[src/hw/rtl/panel_repack_with_dither_dim_assert.svh]
// assertion macros shared by the panel repacker rtl
// included by modules that carry concurrent checks; no other dependencies
`ifndef PANEL_REPACK_WITH_DITHER_DIM_ASSERT_SVH
`define PANEL_REPACK_WITH_DITHER_DIM_ASSERT_SVH

// same-cycle implication, disabled while reset is asserted
`define PRDD_ASSERT_IMP(label, clk, rst_n, ante, cons, msg) \
    label: assert property (@(posedge clk) disable iff (!rst_n) (ante) |-> (cons)) \
        else $error(msg);

// next-cycle implication, disabled while reset is asserted
`define PRDD_ASSERT_NEXT(label, clk, rst_n, ante, cons, msg) \
    label: assert property (@(posedge clk) disable iff (!rst_n) (ante) |=> (cons)) \
        else $error(msg);

`endif

[src/hw/rtl/prdd_pkg.sv]
// shared types, constants and lookup functions for the panel repacker
// no dependencies; used by every module of the block
`default_nettype none

package prdd_pkg;

    // geometry
    localparam int WIDTH          = 400;
    localparam int ROW_BYTES      = WIDTH / 8;
    localparam int COL_W          = $clog2(ROW_BYTES);
    localparam int MAX_ROW_GROUPS = 128;
    localparam int GRP_W          = 8;
    localparam int ROW_W          = 9;
    localparam int ADDR_W         = 15;
    localparam int SUB_W          = 2;

    // configuration port
    localparam int CFG_IDX_W = 1;
    localparam int CFG_DAT_W = 8;
    localparam int DIM_W     = 7;
    localparam logic [CFG_IDX_W-1:0] REG_ROW_GROUPS = 1'd0;
    localparam logic [CFG_IDX_W-1:0] REG_DIM_LEVEL  = 1'd1;
    localparam logic [GRP_W-1:0]     ROW_GROUPS_RST = 8'd75;
    localparam logic [DIM_W-1:0]     DIM_LEVEL_RST  = 7'd64;
    localparam logic [DIM_W-1:0]     DIM_FULL       = 7'd64;

    // row phase inside a four-row group that produces output
    localparam logic [1:0]       PHASE_OUT = 2'd3;
    // last of the four panel bytes per source byte
    localparam logic [SUB_W-1:0] SUB_LAST  = 2'd3;

    // job queue between front and back
    localparam int Q_DEPTH = 2;
    localparam int Q_PTR_W = 1;
    localparam int Q_CNT_W = 2;

    // one fourth-row source byte with the three stored rows above it
    typedef struct packed {
        logic [7:0]       row0;   // bottom row of the group (fresh byte)
        logic [7:0]       row1;
        logic [7:0]       row2;
        logic [7:0]       row3;   // top row of the group
        logic [COL_W-1:0] col;
        logic [2:0]       ry;     // row count modulo 8
        logic [GRP_W-1:0] by;     // group counted from the bottom
        logic             fend;   // last byte of the frame
    } t_job;

    // 8x8 ordered dither thresholds, indexed [row][column]
    localparam logic [5:0] BAYER [0:7][0:7] = '{
        '{6'd0,  6'd32, 6'd8,  6'd40, 6'd2,  6'd34, 6'd10, 6'd42},
        '{6'd48, 6'd16, 6'd56, 6'd24, 6'd50, 6'd18, 6'd58, 6'd26},
        '{6'd12, 6'd44, 6'd4,  6'd36, 6'd14, 6'd46, 6'd6,  6'd38},
        '{6'd60, 6'd28, 6'd52, 6'd20, 6'd62, 6'd30, 6'd54, 6'd22},
        '{6'd3,  6'd35, 6'd11, 6'd43, 6'd1,  6'd33, 6'd9,  6'd41},
        '{6'd51, 6'd19, 6'd59, 6'd27, 6'd49, 6'd17, 6'd57, 6'd25},
        '{6'd15, 6'd47, 6'd7,  6'd39, 6'd13, 6'd45, 6'd5,  6'd37},
        '{6'd63, 6'd31, 6'd55, 6'd23, 6'd61, 6'd29, 6'd53, 6'd21}
    };

    function automatic logic [5:0] bayer(input logic [2:0] y, input logic [2:0] x);
        return BAYER[y][x];
    endfunction

    // group count clamped to 1..MAX_ROW_GROUPS
    function automatic logic [GRP_W-1:0] eff_groups(input logic [GRP_W-1:0] g);
        logic [GRP_W-1:0] res;
        if (g == '0) begin
            res = GRP_W'(1);
        end else if (g > GRP_W'(MAX_ROW_GROUPS)) begin
            res = GRP_W'(MAX_ROW_GROUPS);
        end else begin
            res = g;
        end
        return res;
    endfunction

endpackage

`default_nettype wire

[src/hw/rtl/panel_repack_with_dither_dim.sv]
// top level of the panel repacker with ordered-dither dimming
// holds the configuration registers; uses prdd_pkg, prdd_front, prdd_queue, prdd_back
//
// Usage:
//   Input is a queue write side: drive i_pixel_byte with push high; the byte is
//   taken on a clock edge where full is low. Bytes come row-major, MSB first.
//   Results are a queue read side: while empty is low the oldest panel byte is
//   on o_buf_addr/o_buf_byte/o_last_in_run/o_frame_end; pop takes it.
//   Configuration: i_cfg_we with i_cfg_idx (0 row_groups, 1 dim_level) and
//   i_cfg_data writes a register at once; write only while the block is idle.
// Throughput: rows one to three of each group take one byte per cycle while full is
//   low. A fourth-row byte gives four panel bytes, one per cycle while pop is high,
//   set by the single back-end expansion unit; the job queue lets the front end
//   take further bytes meanwhile. Path: job stage, job queue, output register; the
//   first panel byte is followed by the other three, one per cycle while pop is high.
// Reset: clears row and column position, the job stage, the job queue and
//   the output valid flag; row_groups returns to 75 and dim_level to 64. The line
//   banks are not cleared and are always written before they are read.
// Stall: when pop stays low the output register holds, the back end stops,
//   the two-entry job queue and the job stage fill and then full rises.
`default_nettype none

module panel_repack_with_dither_dim (
    input  wire logic                           i_clk,
    input  wire logic                           i_rst_n,
    input  wire logic                           push,
    output logic                                full,
    input  wire logic [7:0]                     i_pixel_byte,
    output logic                                empty,
    input  wire logic                           pop,
    output logic [prdd_pkg::ADDR_W-1:0]         o_buf_addr,
    output logic [7:0]                          o_buf_byte,
    output logic                                o_last_in_run,
    output logic                                o_frame_end,
    input  wire logic                           i_cfg_we,
    input  wire logic [prdd_pkg::CFG_IDX_W-1:0] i_cfg_idx,
    input  wire logic [prdd_pkg::CFG_DAT_W-1:0] i_cfg_data
);

    logic [prdd_pkg::GRP_W-1:0] r_row_groups;
    logic [prdd_pkg::DIM_W-1:0] r_dim_level;
    logic [prdd_pkg::GRP_W-1:0] groups;

    prdd_pkg::t_job front_job, head_job;
    logic           front_valid, q_full, q_valid, q_pop;

    // configuration registers
    always_ff @(posedge i_clk) begin
        if (!i_rst_n) begin
            r_row_groups <= prdd_pkg::ROW_GROUPS_RST;
            r_dim_level  <= prdd_pkg::DIM_LEVEL_RST;
        end else if (i_cfg_we) begin
            unique case (i_cfg_idx)
                prdd_pkg::REG_ROW_GROUPS: r_row_groups <= i_cfg_data[prdd_pkg::GRP_W-1:0];
                prdd_pkg::REG_DIM_LEVEL:  r_dim_level  <= i_cfg_data[prdd_pkg::DIM_W-1:0];
                default: ;
            endcase
        end
    end

    assign groups = prdd_pkg::eff_groups(r_row_groups);

    // front: intake and line banks
    prdd_front u_front (
        .i_clk        (i_clk),
        .i_rst_n      (i_rst_n),
        .i_push       (push),
        .i_pixel_byte (i_pixel_byte),
        .o_full       (full),
        .i_groups     (groups),
        .o_job        (front_job),
        .o_job_valid  (front_valid),
        .i_job_full   (q_full)
    );

    // job queue
    prdd_queue u_queue (
        .i_clk   (i_clk),
        .i_rst_n (i_rst_n),
        .i_push  (front_valid),
        .i_data  (front_job),
        .o_full  (q_full),
        .i_pop   (q_pop),
        .o_head  (head_job),
        .o_valid (q_valid)
    );

    // back: expansion and output register
    prdd_back u_back (
        .i_clk         (i_clk),
        .i_rst_n       (i_rst_n),
        .i_job         (head_job),
        .i_job_valid   (q_valid),
        .o_job_pop     (q_pop),
        .i_groups      (groups),
        .i_dim         (r_dim_level),
        .o_empty       (empty),
        .i_pop         (pop),
        .o_buf_addr    (o_buf_addr),
        .o_buf_byte    (o_buf_byte),
        .o_last_in_run (o_last_in_run),
        .o_frame_end   (o_frame_end)
    );

endmodule

`default_nettype wire

[src/hw/rtl/prdd_front.sv]
// front end: takes source bytes, tracks row and column, keeps three rows
// per group in line banks and issues jobs for fourth-row bytes; uses prdd_pkg
`default_nettype none

module prdd_front (
    input  wire logic                       i_clk,
    input  wire logic                       i_rst_n,
    input  wire logic                       i_push,
    input  wire logic [7:0]                 i_pixel_byte,
    output logic                            o_full,
    input  wire logic [prdd_pkg::GRP_W-1:0] i_groups,
    output prdd_pkg::t_job                  o_job,
    output logic                            o_job_valid,
    input  wire logic                       i_job_full
);

    logic [prdd_pkg::COL_W-1:0] r_byte_col, n_byte_col;
    logic [prdd_pkg::ROW_W-1:0] r_row_count, n_row_count;
    logic [prdd_pkg::ROW_W:0]   four_g_m1;
    logic [prdd_pkg::ROW_W-1:0] last_row;
    logic                       accept, is_out, row_last, at_last;
    logic [1:0]                 phase;
    logic [prdd_pkg::GRP_W-1:0] by;

    // line banks, one per stored row of a group
    logic [7:0] r_bank0 [0:prdd_pkg::ROW_BYTES-1];
    logic [7:0] r_bank1 [0:prdd_pkg::ROW_BYTES-1];
    logic [7:0] r_bank2 [0:prdd_pkg::ROW_BYTES-1];
    logic [7:0] r_rd0, r_rd1, r_rd2;

    // job stage
    logic                       r_s1_valid;
    logic [7:0]                 r_s1_px;
    logic [prdd_pkg::COL_W-1:0] r_s1_col;
    logic [2:0]                 r_s1_ry;
    logic [prdd_pkg::GRP_W-1:0] r_s1_by;
    logic                       r_s1_fend;

    // classification of the incoming transaction
    assign o_full    = r_s1_valid && i_job_full;
    assign accept    = i_push && !o_full;
    assign phase     = r_row_count[1:0];
    assign is_out    = (phase == prdd_pkg::PHASE_OUT);
    assign row_last  = (r_byte_col == prdd_pkg::COL_W'(prdd_pkg::ROW_BYTES - 1));
    assign four_g_m1 = (prdd_pkg::ROW_W + 1)'({i_groups, 2'b00}) - (prdd_pkg::ROW_W + 1)'(1);
    assign last_row  = four_g_m1[prdd_pkg::ROW_W-1:0];
    assign at_last   = (r_row_count >= last_row);
    assign by        = i_groups - prdd_pkg::GRP_W'(1)
                     - prdd_pkg::GRP_W'(r_row_count[prdd_pkg::ROW_W-1:2]);

    // position counters
    always_comb begin
        n_byte_col  = r_byte_col;
        n_row_count = r_row_count;
        if (accept) begin
            if (row_last) begin
                n_byte_col  = '0;
                n_row_count = at_last ? '0 : r_row_count + prdd_pkg::ROW_W'(1);
            end else begin
                n_byte_col = r_byte_col + prdd_pkg::COL_W'(1);
            end
        end
    end

    always_ff @(posedge i_clk) begin
        if (!i_rst_n) begin
            r_byte_col  <= '0;
            r_row_count <= '0;
        end else begin
            r_byte_col  <= n_byte_col;
            r_row_count <= n_row_count;
        end
    end

    // line banks: write on rows one to three, read all on the fourth
    always_ff @(posedge i_clk) begin
        if (accept && phase == 2'd0) begin
            r_bank0[r_byte_col] <= i_pixel_byte;
        end
        if (accept && phase == 2'd1) begin
            r_bank1[r_byte_col] <= i_pixel_byte;
        end
        if (accept && phase == 2'd2) begin
            r_bank2[r_byte_col] <= i_pixel_byte;
        end
        if (accept && is_out) begin
            r_rd0 <= r_bank0[r_byte_col];
            r_rd1 <= r_bank1[r_byte_col];
            r_rd2 <= r_bank2[r_byte_col];
        end
    end

    // job stage control
    always_ff @(posedge i_clk) begin
        if (!i_rst_n) begin
            r_s1_valid <= 1'b0;
        end else if (accept && is_out) begin
            r_s1_valid <= 1'b1;
        end else if (!i_job_full) begin
            r_s1_valid <= 1'b0;
        end
    end

    // job stage payload
    always_ff @(posedge i_clk) begin
        if (accept && is_out) begin
            r_s1_px   <= i_pixel_byte;
            r_s1_col  <= r_byte_col;
            r_s1_ry   <= r_row_count[2:0];
            r_s1_by   <= by;
            r_s1_fend <= row_last && at_last;
        end
    end

    // job assembly
    always_comb begin
        o_job.row0 = r_s1_px;
        o_job.row1 = r_rd2;
        o_job.row2 = r_rd1;
        o_job.row3 = r_rd0;
        o_job.col  = r_s1_col;
        o_job.ry   = r_s1_ry;
        o_job.by   = r_s1_by;
        o_job.fend = r_s1_fend;
    end
    assign o_job_valid = r_s1_valid;

endmodule

`default_nettype wire

[src/hw/rtl/prdd_queue.sv]
// two-entry job queue between the front and back of the panel repacker
// depends on prdd_pkg for the job type and depth constants
`default_nettype none

module prdd_queue (
    input  wire logic           i_clk,
    input  wire logic           i_rst_n,
    input  wire logic           i_push,
    input  wire prdd_pkg::t_job i_data,
    output logic                o_full,
    input  wire logic           i_pop,
    output prdd_pkg::t_job      o_head,
    output logic                o_valid
);

    prdd_pkg::t_job               r_mem [0:prdd_pkg::Q_DEPTH-1];
    logic [prdd_pkg::Q_PTR_W-1:0] r_wr_ptr, r_rd_ptr;
    logic [prdd_pkg::Q_CNT_W-1:0] r_count;
    logic                         do_push, do_pop;

    assign o_full  = (r_count == prdd_pkg::Q_CNT_W'(prdd_pkg::Q_DEPTH));
    assign o_valid = (r_count != '0);
    assign o_head  = r_mem[r_rd_ptr];
    assign do_push = i_push && !o_full;
    assign do_pop  = i_pop && o_valid;

    // pointers and fill count
    always_ff @(posedge i_clk) begin
        if (!i_rst_n) begin
            r_wr_ptr <= '0;
            r_rd_ptr <= '0;
            r_count  <= '0;
        end else begin
            if (do_push) begin
                r_wr_ptr <= r_wr_ptr + prdd_pkg::Q_PTR_W'(1);
            end
            if (do_pop) begin
                r_rd_ptr <= r_rd_ptr + prdd_pkg::Q_PTR_W'(1);
            end
            if (do_push && !do_pop) begin
                r_count <= r_count + prdd_pkg::Q_CNT_W'(1);
            end else if (do_pop && !do_push) begin
                r_count <= r_count - prdd_pkg::Q_CNT_W'(1);
            end
        end
    end

    // entry storage
    always_ff @(posedge i_clk) begin
        if (do_push) begin
            r_mem[r_wr_ptr] <= i_data;
        end
    end

endmodule

`default_nettype wire

[src/hw/rtl/prdd_back.sv]
// back end: expands each job into four dithered panel bytes with addresses
// and holds them in the output register; uses prdd_pkg and the assert macros
`default_nettype none
`include "panel_repack_with_dither_dim_assert.svh"

module prdd_back (
    input  wire logic                       i_clk,
    input  wire logic                       i_rst_n,
    input  wire prdd_pkg::t_job             i_job,
    input  wire logic                       i_job_valid,
    output logic                            o_job_pop,
    input  wire logic [prdd_pkg::GRP_W-1:0] i_groups,
    input  wire logic [prdd_pkg::DIM_W-1:0] i_dim,
    output logic                            o_empty,
    input  wire logic                       i_pop,
    output logic [prdd_pkg::ADDR_W-1:0]     o_buf_addr,
    output logic [7:0]                      o_buf_byte,
    output logic                            o_last_in_run,
    output logic                            o_frame_end
);

    localparam int K_W    = prdd_pkg::COL_W + prdd_pkg::SUB_W;
    localparam int PROD_W = K_W + prdd_pkg::GRP_W;

    logic [prdd_pkg::SUB_W-1:0]  r_sub;
    logic                        r_out_valid;
    logic [prdd_pkg::ADDR_W-1:0] r_out_addr;
    logic [7:0]                  r_out_byte;
    logic                        r_out_last, r_out_fend;

    logic              load, is_last;
    logic [K_W-1:0]    k;
    logic [PROD_W-1:0] prod, addr_sum;
    logic [7:0]        rows [0:3];
    logic [2:0]        src_bit;
    logic [7:0]        pack, mask;

    assign load      = i_job_valid && (!r_out_valid || i_pop);
    assign is_last   = (r_sub == prdd_pkg::SUB_LAST);
    assign o_job_pop = load && is_last;

    // panel address of this column pair
    assign k        = {i_job.col, r_sub};
    assign prod     = PROD_W'(k) * PROD_W'(i_groups);
    assign addr_sum = prod + PROD_W'(i_job.by);

    // bit pack: group row ly goes to pair 3-ly of the panel byte
    assign rows[0] = i_job.row0;
    assign rows[1] = i_job.row1;
    assign rows[2] = i_job.row2;
    assign rows[3] = i_job.row3;
    assign src_bit = {~r_sub, 1'b1};

    always_comb begin
        for (int ly = 0; ly < 4; ly++) begin
            pack[7 - 2 * ly -: 2] = rows[ly][src_bit -: 2];
        end
    end

    // dither mask from the threshold table
    always_comb begin
        for (int ly = 0; ly < 4; ly++) begin
            for (int lx = 0; lx < 2; lx++) begin
                mask[7 - (2 * ly + lx)] = (i_dim >= prdd_pkg::DIM_FULL) ||
                    ({1'b0, prdd_pkg::bayer(i_job.ry - 3'(ly), {r_sub, 1'(lx)})} < i_dim);
            end
        end
    end

    // sub-step counter within a job
    always_ff @(posedge i_clk) begin
        if (!i_rst_n) begin
            r_sub       <= '0;
            r_out_valid <= 1'b0;
        end else begin
            if (load) begin
                r_sub <= r_sub + prdd_pkg::SUB_W'(1);
            end
            if (load) begin
                r_out_valid <= 1'b1;
            end else if (i_pop) begin
                r_out_valid <= 1'b0;
            end
        end
    end

    // output register
    always_ff @(posedge i_clk) begin
        if (load) begin
            r_out_addr <= addr_sum[prdd_pkg::ADDR_W-1:0];
            r_out_byte <= ~pack & mask;
            r_out_last <= is_last;
            r_out_fend <= is_last && i_job.fend;
        end
    end

    assign o_empty       = !r_out_valid;
    assign o_buf_addr    = r_out_addr;
    assign o_buf_byte    = r_out_byte;
    assign o_last_in_run = r_out_last;
    assign o_frame_end   = r_out_fend;

    // checks
    `PRDD_ASSERT_IMP(a_sub_has_job, i_clk, i_rst_n, r_sub != '0, i_job_valid, "job lost mid-run")
    `PRDD_ASSERT_IMP(a_fend_is_last, i_clk, i_rst_n, r_out_valid && r_out_fend, r_out_last, "frame end not on last byte")
    `PRDD_ASSERT_IMP(a_last_wraps, i_clk, i_rst_n, r_out_valid && r_out_last, r_sub == '0, "sub counter not wrapped")
    `PRDD_ASSERT_NEXT(a_job_held, i_clk, i_rst_n, load && !is_last, i_job_valid, "job dropped before fourth byte")

endmodule

`default_nettype wire

[config.mk]
export PLATFORM = sky130hd
export DESIGN_NAME = panel_repack_with_dither_dim
export DESIGN_NICKNAME = d
export VERILOG_FILES = /design/src/hw/rtl/prdd_pkg.sv /design/src/hw/rtl/panel_repack_with_dither_dim.sv /design/src/hw/rtl/prdd_front.sv /design/src/hw/rtl/prdd_queue.sv /design/src/hw/rtl/prdd_back.sv
export VERILOG_INCLUDE_DIRS = /design/src /design/src/hw/rtl
export SDC_FILE = /design/constraint.sdc
export NUM_CORES = 2
export LEC_CHECK = 0
export BUFFER_PORTS_ARGS = -buffer_cell sky130_fd_sc_hd__buf_4
export CAP_MARGIN = 20
export CORE_UTILIZATION = 40
export CTS_BUF_LIST = sky130_fd_sc_hd__clkbuf_16
export DETAILED_ROUTE_END_ITERATION = 16
export MAX_ROUTING_LAYER = met4
export PLACE_DENSITY_LB_ADDON = 0.25
export SYNTH_ARGS = -nofsm -noshare
export SYNTH_HDL_FRONTEND = slang
export SYNTH_SLANG_ARGS = --single-unit
[constraint.sdc]
create_clock -name i_clk -period 9 [get_ports i_clk]
set_clock_uncertainty 0.05 [all_clocks]
set_input_delay 0.9 -clock i_clk [delete_from_list [all_inputs] [get_ports i_clk]]
set_output_delay 0.9 -clock i_clk [all_outputs]
set_load 0.01 [all_outputs]
==> results.json <==
{
  "status": "complete, no violations",
  "ctsRootBufferMaster": "sky130_fd_sc_hd__clkbuf_16",
  "synth-main-ff-cell": "sky130_fd_sc_hd__edfxtp_1",
  "n_fill_cell": 12250,
  "fin_crit_sh": 0.6566,
  "internal_power_w": 0.01081,
  "clkTransAtPathRegs_ns": 0.06,
  "synth-seq-cells": 1414,
  "hold_viol": 0,
  "max_clock_freq_ghz": 0.1692,
  "critical_path_class": "reg2reg",
  "period_needed_ns": 5.909,
  "final_tns_setup_ns": 0,
  "cts_setup_buffers": 0,
  "yosysUniqueCellTypes": 81,
  "critPathCaptureType": "register",
  "static-leakage-power_nw": 20.77,
  "cts_repair_resize_count": 0,
  "core_region_area_um2": 142100,
  "drt_iter0_drc": 4151,
  "switching_share": 0.2267,
  "ir_drop_mv": 0.1772,
  "ctsHoldBuffers": 0,
  "placement.setup.worst_slack_ns": 3.135,
  "cap_violations": 0,
  "asyncSetResetFlopFracSynth": 0,
  "xor_xnor_portion_of_the_synthesized_cell_area": 0.007455,
  "vias": 31880,
  "grt_remaining_overflow": 0,
  "io-pin-count": 49,
  "grt_pass1_vias": 31130,
  "clock_sinks": 1414,
  "area_growth_syn_to_layout_pct": 12.35,
  "crit-reg2reg-capture": "u_back.o_buf_addr[13]",
  "holdPathStages": 3,
  "synth_area_per_cell_um2": 17.07,
  "area.sequential_um2": 42080,
  "track_usage": 0.2274,
  "power.share.clock": 0.416,
  "avgViaCountPerCell": 5.830,
  "setup_ws_ns": 3.091,
  "yosysWarningCount": 0,
  "rrSetupSlack_ns": 3.09,
  "synth.area.mux_share": 0.09444,
  "die_area_um2": 145400,
  "power.net_switching_w": 0.003170,
  "relSlewSlack": 0.1981,
  "synth.net_count": 3514,
  "route.detailed.drc": 0,
  "critical_path_required_ns": 9.57,
  "tritoncts": "built",
  "power.density_nw_per_um2": 216.2,
  "syn_std_cell_area_um2": 57570,
  "routabilityCongestion": 0.8894,
  "synth_simple_gate_area_share": 0.04854,
  "largest_net_degree_at_the_start_of_global_routing": 100,
  "grt_antenna_before_repair": 8,
  "grt_setup_unrepaired": "false",
  "post_synth_fa_ha_maj_area_fraction": 0.03182,
  "post_route_cells_drive_above_1_share": 0.1645,
  "worstHoldEndpoint": "r_row_groups[6]",
  "critPathArrivalTime_ns": 6.48,
  "dieHeight_um": 381.4,
  "critical_path_peak_fanout": 12,
  "synth_sequential_area_ratio": 0.7308,
  "initial_core_util": 0.4051,
  "worst_r2r_startpoint": "r_row_groups[1]",
  "synth-compound-area-share": 0.06277,
  "detail-route-antenna-nets": 0,
  "row_count": 138,
  "number_of_enable_type_register_cells_in_the_synthesized_netlist": 1375,
  "wire_per_inst_um": 29.50,
  "min-delay-start": "i_cfg_data[6]",
  "worst_skew_pair.late_latency_ns": 0.78,
  "multiInputGateArea_um2": 14190,
  "setup-violations-final": 0,
  "type_of_element_launching_the_critical_path": "register",
  "grt_pass1_wl_um": 230700,
  "detailedPlacementHpwl_um": 99360,
  "max-clock-path-buffers": 3,
  "cts-buffers-inserted": 148,
  "finalWirelength_um": 161300,
  "min-delay-path-class": "in2reg",
  "first_pass_iters": 6,
  "worstMarginPinSlew_ns": 1.203,
  "report.final.slew_viol_count": 0,
  "finalNetCount": 3613,
  "proportion_of_power_drawn_by_combinational_gates": 0.065,
  "seqPwrFrac": 0.519,
  "main_combinational_cell_family_by_area_after_synthesis": "multiplexers",
  "placement.io_buffers": 48,
  "reg2regPathDepth": 17,
  "die_width_um": 381.4,
  "cts-htree-levels": 4,
  "postSynthCellCount": 3372
}
==> cells in the final DEF, fill, tap and decap left out, types with 43 or more instances in the layout <==
cell type	instances
sky130_fd_sc_hd__buf_4	132
sky130_fd_sc_hd__o22ai_1	43
sky130_fd_sc_hd__nand2_1	198
sky130_fd_sc_hd__clkbuf_16	152
sky130_fd_sc_hd__a221oi_1	89
sky130_fd_sc_hd__inv_1	125
sky130_fd_sc_hd__o21ai_0	60
sky130_fd_sc_hd__ha_1	76
sky130_fd_sc_hd__mux2i_1	140
sky130_fd_sc_hd__edfxtp_1	1375
sky130_fd_sc_hd__nor2_1	273
sky130_fd_sc_hd__a22oi_1	86
sky130_fd_sc_hd__fa_1	44
sky130_fd_sc_hd__a21oi_1	87
sky130_fd_sc_hd__mux2_2	62
sky130_fd_sc_hd__mux4_2	147
==> flip-flops by register name (all words and copies together) (netlist names), 9 cells and up, named ones only <==
| signal | count |
|---|---|
| u_back.o_buf_addr | 15 |
| u_front.r_bank0 | 400 |
| u_front.r_bank1 | 400 |
| u_front.r_bank2 | 400 |
| u_front.r_row_count | 9 |
| u_queue.r_mem | 100 |
==> worst max-delay path, cell delays in order, from the launching register on <==
cell	delay (ns)
sky130_fd_sc_hd__dfxtp_1	0.33
sky130_fd_sc_hd__nor4_1	0.33
sky130_fd_sc_hd__a21oi_1	0.12
sky130_fd_sc_hd__nor2_1	0.72
sky130_fd_sc_hd__nand2_1	0.17
sky130_fd_sc_hd__fa_1	0.53
sky130_fd_sc_hd__inv_1	0.05
sky130_fd_sc_hd__fa_1	0.49
sky130_fd_sc_hd__fa_1	0.55
sky130_fd_sc_hd__inv_1	0.05
sky130_fd_sc_hd__fa_1	0.47
sky130_fd_sc_hd__inv_1	0.04
sky130_fd_sc_hd__ha_1	0.33
sky130_fd_sc_hd__o21ai_0	0.18
sky130_fd_sc_hd__a21oi_1	0.08
sky130_fd_sc_hd__o41ai_1	0.54
sky130_fd_sc_hd__or4b_2	0.63
sky130_fd_sc_hd__o211ai_1	0.11
==> cell usage after synthesis, drive strengths merged (17+ instances only) <==
cell type  count  share of area
a22o          21         0.0032
dfxtp         39          0.014
a31oi         23         0.0025
buf          124          0.013
nand2        201          0.013
and2          28         0.0030
nor2         283          0.019
nor3          19         0.0017
inv           99         0.0065
nand3         28         0.0024
a22oi         86          0.011
mux2          62          0.012
mux4         148          0.058
fa            44          0.015
mux2i        140          0.024
xnor2         39         0.0059
a21oi         87         0.0076
nor2b         17         0.0018
o21ai         63         0.0055
edfxtp      1375           0.72
o22ai         43         0.0047
a221oi        91          0.014
ha            76          0.017
clkbuf        68         0.0044
==> layer usage <==
layer / up-vias / track usage / part of all wire
met2: 1579 / 0.3414 / 0.46
met4: 0 / 0.08159 / 0.036
met5: - / - / 0
met1: 16540 / 0.3069 / 0.42
met3: 311 / 0.04651 / 0.088
li1: 13450 / - / -
==> worst max-delay path by stage <==
stage | start | to | slack [ns] | depth (start not counted)
2_1_floorplan | register | u_back.o_buf_addr[13] | 3.32 | 19
3_3_place_gp | r_row_groups[1] | u_back.o_buf_addr[13] | 3.17 | 17
3_5_place_dp | r_row_groups[1] | u_back.o_buf_addr[13] | 3.14 | 17
4_1_cts | r_row_groups[1] | u_back.o_buf_addr[13] | 3.04 | 17
5_1_grt | r_row_groups[1] | u_back.o_buf_addr[13] | 2.74 | 17
6_report | r_row_groups[1] | u_back.o_buf_addr[13] | 3.09 | 17
==> power by group through the flow <==
stage	Clock (W)	Sequential, W	Combinational, W
4_1_cts	0.00589	0.00725	0.000906
2_1_floorplan	0	0.00738	0.000541
6_report	0.00582	0.00725	0.000911
3_5_place_dp	0	0.00739	0.000902
3_3_place_gp	0	0.00739	0.000898
5_1_grt	0.00613	0.00725	0.000969
==> area by class of cell <==
type	instances	area share
tap	1890	0.03656
clock inverter	102	0.01151
multi-input combinational	1666	0.2194
sequential	1414	0.6507
inverter	100	0.005823
antenna	3	0.0001161
timing repair buffer	141	0.01710
clock buffer	152	0.05881
==> logic make-up after synthesis <==
family | after synthesis
adder cells (fa/ha/maj) | 120
buffers and inverters | 292
multiplexers | 350
AO/OA/AOI/OAI | 507
XOR/XNOR | 49
flip-flops | 1414
AND/OR/NAND/NOR | 640
==> per-stage QoR <==
| step | area (um2) | hold WS [ns] | cells | power (W) | util |
|---|---|---|---|---|---|
| after floorplan | 57570 | 0.3715 | 3372 | 0.007918 | - |
| after global placement | 60010 | 0.3724 | 5201 | 0.008290 | 0.4223 |
| after detailed placement | 60040 | 0.3790 | 5204 | 0.008295 | 0.4225 |
| after CTS | 64590 | 0.2978 | 5458 | 0.01405 | 0.4545 |
| after global routing | 64680 | 0.3442 | 5468 | 0.01435 | 0.4551 |
| final | 64680 | 0.3575 | 5468 | 0.01398 | 0.4551 |
Power figures use the tool's default switching activity.
